[config.mk]
export PLATFORM = sky130hd
export DESIGN_NAME = chi_square_uniformity_test_top
export DESIGN_NICKNAME = d
export VERILOG_FILES = /design/src/hdl/chisq_pkg.sv /design/src/hdl/chi_square_uniformity_test_top.sv
export SDC_FILE = /design/constraint.sdc
export NUM_CORES = 2
export LEC_CHECK = 0
export ABC_AREA = 1
export BUFFER_PORTS_ARGS = -buffer_cell sky130_fd_sc_hd__buf_2
export CAP_MARGIN = 20
export CORE_ASPECT_RATIO = 1.75
export CORE_UTILIZATION = 34
export DETAILED_ROUTE_END_ITERATION = 8
export PLACE_DENSITY = 0.55
export SLEW_MARGIN = 15
export SYNTH_ARGS = -nofsm -noshare
export SYNTH_HDL_FRONTEND = slang
export SYNTH_SLANG_ARGS = --single-unit
[constraint.sdc]
create_clock -name clk_i -period 9.61 [get_ports clk_i]
set_input_delay 2.883 -clock clk_i [delete_from_list [all_inputs] [get_ports clk_i]]
set_output_delay 2.883 -clock clk_i [all_outputs]
set_load 0.01 [all_outputs]
[src/hdl/chisq_pkg.sv]
// chisq_pkg: constants, state type and register indexes for the chi-square
// uniformity test block
// no dependencies

package chisq_pkg;

  localparam int unsigned COUNT_BITS   = 16;  // observed bin count
  localparam int unsigned FRAC_BITS    = 8;   // fraction bits of the statistic
  localparam int unsigned MAX_BINS     = 32;  // depth of the count store
  localparam int unsigned BIN_IDX_BITS = $clog2(MAX_BINS);
  localparam int unsigned BIN_CNT_BITS = 6;   // bin_count register and bin counters
  localparam int unsigned CRIT_BITS    = 32;
  localparam int unsigned STAT_BITS    = 48;
  localparam int unsigned TOTAL_BITS   = 21;
  localparam int unsigned EXP_BITS     = 16;  // expected count as reported
  localparam int unsigned SQ_BITS      = 2 * TOTAL_BITS;
  localparam int unsigned DIV_STEPS    = STAT_BITS;
  localparam int unsigned DIV_CNT_BITS = $clog2(DIV_STEPS);

  localparam logic [STAT_BITS-1:0] STAT_MAX = {STAT_BITS{1'b1}};
  // largest square whose scaled value still fits the statistic
  localparam logic [STAT_BITS-1:0] SQ_LIMIT = STAT_MAX >> FRAC_BITS;

  // configuration register indexes
  localparam int unsigned CFG_IDX_BITS = 1;
  localparam logic [CFG_IDX_BITS-1:0] CFG_BIN_COUNT = 1'b0;
  localparam logic [CFG_IDX_BITS-1:0] CFG_CRITICAL  = 1'b1;

  typedef enum logic [3:0] {
    ST_LOAD,      // collecting counts
    ST_EXP_DIV,   // total / bins on the shared divider
    ST_EXP_CHK,   // latch expected, test for zero
    ST_RD,        // read one stored count
    ST_SQ,        // squared deviation
    ST_CHK,       // saturate or start the term division
    ST_TERM_DIV,  // scaled square / expected
    ST_ACC,       // saturating accumulate
    ST_OUT        // hand result to the output register
  } chisq_state_e;

endpackage

[src/hdl/chi_square_uniformity_test_top.sv]
// chi_square_uniformity_test_top: chi-square goodness-of-fit test of a set of
// bin counts against a uniform distribution
// depends on chisq_pkg

// Bin counts stream in, one per transfer, and are written into a 32-entry
// count store until bin_count of them have arrived (a bin_count of 0 counts as
// 1, above 32 it counts as 32). The transfer carrying the last count starts a
// compute pass that takes no input: one shared restoring divider, one quotient
// bit per cycle, first forms expected = total / bins, then for each stored bin
// the pass reads the store, squares the deviation from expected, divides the
// scaled square by expected (a square past the limit gives a saturated term
// with no division) and adds the term into a saturating accumulator. No new
// count is taken until the result has gone to the output register.
// When expected is zero the bin pass is skipped and the result carries
// zero_expected set with statistic and accepted cleared. The result sits in an
// output register, so the next set may start loading while it waits.
// Configuration must be written while the block is idle only; the block does no check of this.

module chi_square_uniformity_test_top
  import chisq_pkg::*;
(
  input  logic                    clk_i,
  input  logic                    rst_ni,
  // configuration write port
  input  logic                    cfg_we_i,
  input  logic [CFG_IDX_BITS-1:0] cfg_index_i,
  input  logic [CRIT_BITS-1:0]    cfg_data_i,
  // input stream
  input  logic                    s_axis_tvalid,
  output logic                    s_axis_tready,
  input  logic [15:0]             s_axis_tdata,   // [15:0] bin_value
  // result stream
  output logic                    m_axis_tvalid,
  input  logic                    m_axis_tready,
  // [47:0] statistic, [68:48] total, [84:69] expected, [85] accepted, [87:86] zero
  output logic [87:0]             m_axis_tdata,
  output logic                    m_axis_tuser    // [0] zero_expected
);

  // fsm
  chisq_state_e state_q, state_d;

  // configuration
  logic [BIN_CNT_BITS-1:0] bin_count_q;
  logic [CRIT_BITS-1:0]    critical_q;
  logic [BIN_CNT_BITS-1:0] eff_bins;

  // set state
  logic [TOTAL_BITS-1:0]   total_q;
  logic [BIN_CNT_BITS-1:0] bins_q;
  logic [BIN_CNT_BITS-1:0] bins_inc;
  logic [TOTAL_BITS-1:0]   total_inc;
  logic [COUNT_BITS-1:0]   in_value;
  logic                    in_xfer;
  logic                    set_done;

  // compute pass
  logic [BIN_CNT_BITS-1:0] idx_q;
  logic [TOTAL_BITS-1:0]   expected_q;
  logic                    zero_exp_q;
  logic [SQ_BITS-1:0]      sq_q;
  logic [TOTAL_BITS-1:0]   obs_ext;
  logic [TOTAL_BITS-1:0]   diff;
  logic [STAT_BITS-1:0]    acc_q;
  logic [STAT_BITS:0]      acc_sum;
  logic                    sq_sat;
  logic                    last_bin;

  // count store, one synchronous read port
  logic [COUNT_BITS-1:0]   count_mem [MAX_BINS];
  logic [COUNT_BITS-1:0]   rd_data_q;
  logic                    mem_rd_en;

  // shared restoring divider: quotient shifts into the dividend register
  logic [STAT_BITS-1:0]    div_dq_q;
  logic [TOTAL_BITS-1:0]   div_rem_q;
  logic [TOTAL_BITS-1:0]   div_dvs_q;
  logic [DIV_CNT_BITS-1:0] div_cnt_q;
  logic [TOTAL_BITS:0]     div_trial;
  logic                    div_ge;
  logic [TOTAL_BITS-1:0]   div_rem_nxt;
  logic                    div_step;
  logic                    div_last;

  // output register
  logic                    out_valid_q;
  logic                    out_load;
  logic [STAT_BITS-1:0]    out_stat_q;
  logic [TOTAL_BITS-1:0]   out_total_q;
  logic [EXP_BITS-1:0]     out_exp_q;
  logic                    out_acc_q;
  logic                    out_zero_q;

  // bin count clamped to 1..MAX_BINS
  always_comb begin
    if (bin_count_q == '0) begin
      eff_bins = BIN_CNT_BITS'(1);
    end else if (bin_count_q > BIN_CNT_BITS'(MAX_BINS)) begin
      eff_bins = BIN_CNT_BITS'(MAX_BINS);
    end else begin
      eff_bins = bin_count_q;
    end
  end

  assign in_value  = s_axis_tdata[COUNT_BITS-1:0];
  assign in_xfer   = s_axis_tvalid & s_axis_tready;
  assign bins_inc  = bins_q + BIN_CNT_BITS'(1);
  assign total_inc = total_q + TOTAL_BITS'(in_value);
  assign set_done  = bins_inc >= eff_bins;

  // divider step
  assign div_trial   = {div_rem_q, div_dq_q[STAT_BITS-1]};
  assign div_ge      = div_trial >= {1'b0, div_dvs_q};
  assign div_rem_nxt = div_ge ? TOTAL_BITS'(div_trial - {1'b0, div_dvs_q})
                              : div_trial[TOTAL_BITS-1:0];
  assign div_last    = div_cnt_q == DIV_CNT_BITS'(DIV_STEPS - 1);

  // deviation, square limit and saturating sum
  assign obs_ext  = TOTAL_BITS'(rd_data_q);
  assign diff     = (obs_ext >= expected_q) ? (obs_ext - expected_q) : (expected_q - obs_ext);
  assign sq_sat   = STAT_BITS'(sq_q) > SQ_LIMIT;
  assign acc_sum  = {1'b0, acc_q} + {1'b0, div_dq_q};
  assign last_bin = (idx_q + BIN_CNT_BITS'(1)) == bins_q;

  // next state
  always_comb begin
    state_d = state_q;
    unique case (state_q)
      ST_LOAD:     if (in_xfer && set_done) state_d = ST_EXP_DIV;
      ST_EXP_DIV:  if (div_last) state_d = ST_EXP_CHK;
      ST_EXP_CHK:  state_d = (div_dq_q == '0) ? ST_OUT : ST_RD;
      ST_RD:       state_d = ST_SQ;
      ST_SQ:       state_d = ST_CHK;
      ST_CHK:      state_d = sq_sat ? ST_ACC : ST_TERM_DIV;
      ST_TERM_DIV: if (div_last) state_d = ST_ACC;
      ST_ACC:      state_d = last_bin ? ST_OUT : ST_RD;
      ST_OUT:      if (out_load) state_d = ST_LOAD;
      default:     state_d = ST_LOAD;
    endcase
  end

  // fsm outputs
  always_comb begin
    s_axis_tready = 1'b0;
    mem_rd_en     = 1'b0;
    div_step      = 1'b0;
    out_load      = 1'b0;
    unique case (state_q)
      ST_LOAD:     s_axis_tready = 1'b1;
      ST_RD:       mem_rd_en = 1'b1;
      ST_EXP_DIV:  div_step = 1'b1;
      ST_TERM_DIV: div_step = 1'b1;
      ST_OUT:      out_load = ~out_valid_q | m_axis_tready;
      default:     ;
    endcase
  end

  // control state
  always_ff @(posedge clk_i or negedge rst_ni) begin
    if (!rst_ni) begin
      state_q     <= ST_LOAD;
      bin_count_q <= BIN_CNT_BITS'(1);
      critical_q  <= '0;
      total_q     <= '0;
      bins_q      <= '0;
      acc_q       <= '0;
      idx_q       <= '0;
      div_cnt_q   <= '0;
      out_valid_q <= 1'b0;
    end else begin
      state_q <= state_d;

      if (cfg_we_i) begin
        unique case (cfg_index_i)
          CFG_BIN_COUNT: bin_count_q <= cfg_data_i[BIN_CNT_BITS-1:0];
          CFG_CRITICAL:  critical_q  <= cfg_data_i;
          default:       ;
        endcase
      end

      if (in_xfer) begin
        total_q <= total_inc;
        bins_q  <= bins_inc;
      end

      if (state_q == ST_LOAD || state_q == ST_CHK) begin
        div_cnt_q <= '0;
      end else if (div_step) begin
        div_cnt_q <= div_cnt_q + DIV_CNT_BITS'(1);
      end

      if (state_q == ST_EXP_CHK) begin
        acc_q <= '0;
        idx_q <= '0;
      end

      if (state_q == ST_ACC) begin
        acc_q <= acc_sum[STAT_BITS] ? STAT_MAX : acc_sum[STAT_BITS-1:0];
        idx_q <= idx_q + BIN_CNT_BITS'(1);
      end

      // result handed to the output register: the set restarts empty
      if (out_load) begin
        total_q <= '0;
        bins_q  <= '0;
      end

      if (out_load) begin
        out_valid_q <= 1'b1;
      end else if (m_axis_tready) begin
        out_valid_q <= 1'b0;
      end
    end
  end

  // datapath registers
  always_ff @(posedge clk_i) begin
    if (in_xfer && set_done) begin
      div_dq_q  <= STAT_BITS'(total_inc);
      div_rem_q <= '0;
      div_dvs_q <= TOTAL_BITS'(eff_bins);
    end else if (state_q == ST_CHK) begin
      // a square past the limit makes a saturated term with no division
      div_dq_q  <= sq_sat ? STAT_MAX : (STAT_BITS'(sq_q) << FRAC_BITS);
      div_rem_q <= '0;
      div_dvs_q <= expected_q;
    end else if (div_step) begin
      div_dq_q  <= {div_dq_q[STAT_BITS-2:0], div_ge};
      div_rem_q <= div_rem_nxt;
    end

    if (state_q == ST_EXP_CHK) begin
      expected_q <= div_dq_q[TOTAL_BITS-1:0];
      zero_exp_q <= div_dq_q == '0;
    end

    if (state_q == ST_SQ) begin
      sq_q <= SQ_BITS'(diff) * SQ_BITS'(diff);
    end

    if (out_load) begin
      out_stat_q  <= acc_q;
      out_total_q <= total_q;
      out_exp_q   <= expected_q[EXP_BITS-1:0];
      out_acc_q   <= ~zero_exp_q & (acc_q < STAT_BITS'(critical_q));
      out_zero_q  <= zero_exp_q;
    end
  end

  // count store
  always_ff @(posedge clk_i) begin
    if (in_xfer) begin
      count_mem[bins_q[BIN_IDX_BITS-1:0]] <= in_value;
    end
    if (mem_rd_en) begin
      rd_data_q <= count_mem[idx_q[BIN_IDX_BITS-1:0]];
    end
  end

  assign m_axis_tvalid = out_valid_q;
  assign m_axis_tdata  = {2'b00, out_acc_q, out_exp_q, out_total_q, out_stat_q};
  assign m_axis_tuser  = out_zero_q;

endmodule
==> results_dict.tcl <==
set metrics [dict create \
    synth-seq-cells 898 \
    min_from "total_q[19]" \
    grt_util_all_layers_pct 22.6 \
    slew_headroom_pct 26.7 \
    worstSetupStartpoint "expected_q[12]" \
    yosysTopAreaCellShare_pct 37.7 \
    max_stage_delay_ps 580 \
    n_fill_cell 16572 \
    cts_sinks 898 \
    globalplace.congestion 1.00 \
    status "complete, no violations" \
    cts_tree "yes" \
    dp_hpwl_um 144000 \
    yosys_warnings 0 \
    synth_cell_types 57 \
    synth_most_common_cell "nand2_1" \
    slew_viol_final 0 \
    yosysTopAreaCell "edfxtp_1" \
    hold_class "flip-flop to flip-flop" \
    setup_ws_ps 658 \
    syn_to_final_growth_pct 11.7 \
    fin_crit_sh_pct 93.2 \
    fmax_mhz 112 \
    synth-async-reset-ratio_pct 14.5 \
    dpl-instance-area_um2 59700 \
    finalWirelength_um 189000 \
    syn_avg_cell_area_um2 9.35 \
    fin_skew_ps 49.2 \
    overflow 0 \
    clk_pin_slew_ps 70 \
    coreArea_um2 164000 \
    slowest_stage "fa_1" \
    crit_path_max_fanout 12 \
    nNetsFinal 6835 \
    drv_cap 0 \
    synth_edf_count 705 \
    num_vias 43217 \
    synth_cells 6008 \
    drtIter0Drc 3477 \
    ys.flop_type "edfxtp_1" \
    path_class "flip-flop to flip-flop" \
    cts_buffers 93 \
    rr_startpoint "expected_q[12]" \
    ant_nets 0 \
    hold_violations 0 \
    utilization_pct 38.2 \
    num_rows 197 \
    rsz0062_at_grt "false" \
    synthTopCellsByArea "edfxtp_1, fa_1, ha_1" \
    htree_levels 3 \
    worst_pin_slew_ps 1090 \
    yosysSeqAreaShare_pct 45.7 \
    fin_area_um2 62700 \
    initial_core_util_pct 34.2 \
    fin_crit_ps 8950 \
    crit_path_start_kind "flip-flop" \
    routedWlPerCell_um 22.4 \
    dr.pass1.iters 8 \
    cts_root_buf "clkbuf_16" \
    portBuffers 142 \
    grt_pass1_vias 44547 \
    die_w_um 309 \
    antenna_found_initial 7 \
    die_area_um2 167000 \
    grt_start_max_net_pins 90 \
    die_h_um 540 \
    worstSetupEndpointType "flip-flop" \
    tns_ps 0 \
    synthTopCellsByCount "nand2_1, inv_1, nor2_1" \
    vias_per_cell 5.13 \
    dp_slack_ps 561 \
    io_pins 145 \
    drive_gt1_share_pct 7.42 \
    grt_pass1_wl_um 279000 \
    clk_path_buf_depth 3 \
    cp.arrival_ps 9420 \
    hold_buffers 0 \
    syn-cell-area_um2 56100 \
    setup_viol 0 \
    clkLatencyLatePin_ps 740 \
    drc 0 \
    required_ps 10080 \
]
==> flip-flops by register name, indices dropped and copies added, names as in the netlist, 32 cells and up <==
| register | flops |
|---|---|
| count_mem | 512 |
| div_dq_q | 48 |
| critical_q | 32 |
| out_stat_q | 48 |
| sq_q | 41 |
| acc_q | 48 |
==> path summary, 6_finish.rpt <==
check	slack [ps]	endpoint	cells after the start
min in group asynchronous	2210	critical_q[19]	1
min reg2reg	460	out_total_q[19]	0
max reg2reg	660	sq_q[27]	34
max	660	sq_q[27]	34
min	460	out_total_q[19]	0
max in group asynchronous	5980	idx_q[1]	2
==> critical path, delay by kind of cell (launching register included) <==
kind / cells / cell delay [ps]
flops: 1 / 390
compound gates: 3 / 820
simple gates: 11 / 1720
buf+inv: 9 / 810
xor+xnor: 2 / 400
fa+ha+maj: 9 / 4540
==> layer usage <==
metal,GRT usage [%],vias up,wire length (um)
met5,0,-,35
met4,14.9,6,14000
met3,2.18,474,7380
met2,41.8,1220,99800
met1,24.1,21307,67500
li1,-,20210,-
==> what timing repair did <==
action,in CTS,in global routing
endpoints found under the setup margin,0,2
resized for setup,0,1
setup buffers,0,0
==> logic make-up after synthesis <==
group / Yosys count / share of synthesized area (%)
and+or+nand+nor: 2103 / 15.1
AOI/OAI and AO/OA: 1130 / 11.2
buffers and inverters: 1117 / 7.65
DFF: 898 / 45.7
adders and majority gates: 627 / 18.2
xor gates and xnor gates: 132 / 2.12
other: 1 / 0.00668
==> placed cells by master, fill, tap and decap left out, types with 19 or more instances in the layout <==
cell       instances
o22ai_1          195
a31oi_1           19
nand3_1          179
buf_2            141
clkbuf_16         94
edfxtp_1         705
o21ai_0          512
nor4_1            23
clkinv_1          22
ha_1             310
dfrtp_1          126
dfxtp_1           63
nor3_1            30
xor2_1            95
o211ai_1          47
a21oi_1          276
o21bai_1          33
buf_4            120
inv_1            884
nand2_1          983
nor2_1           792
xnor2_1           34
nand4_1           52
fa_1             317
==> final cells by class <==
class | count | area, um2 | area share, %
Inverter | 904 | 3400 | 5.42
Antenna cell | 1 | 2.50 | 0.00399
Timing Repair Buffer | 263 | 1640 | 2.61
Clock buffer | 120 | 2530 | 4.03
Sequential cell | 898 | 25700 | 41.0
Clock inverter | 50 | 493 | 0.786
Multi-Input combinational cell | 3994 | 26200 | 41.8
Tap cell | 2189 | 2740 | 4.37
==> per-stage QoR <==
step                hold WS, ps  instances
finish                      459       8419
global route                478       8418
CTS                         462       8418
detailed placement          454       8248
global placement            453       8248
floorplan                   428       6009
Power is left out: the tool's default activity adds up to more than one toggle a clock period on the data nets, which glitch-free logic cannot reach.
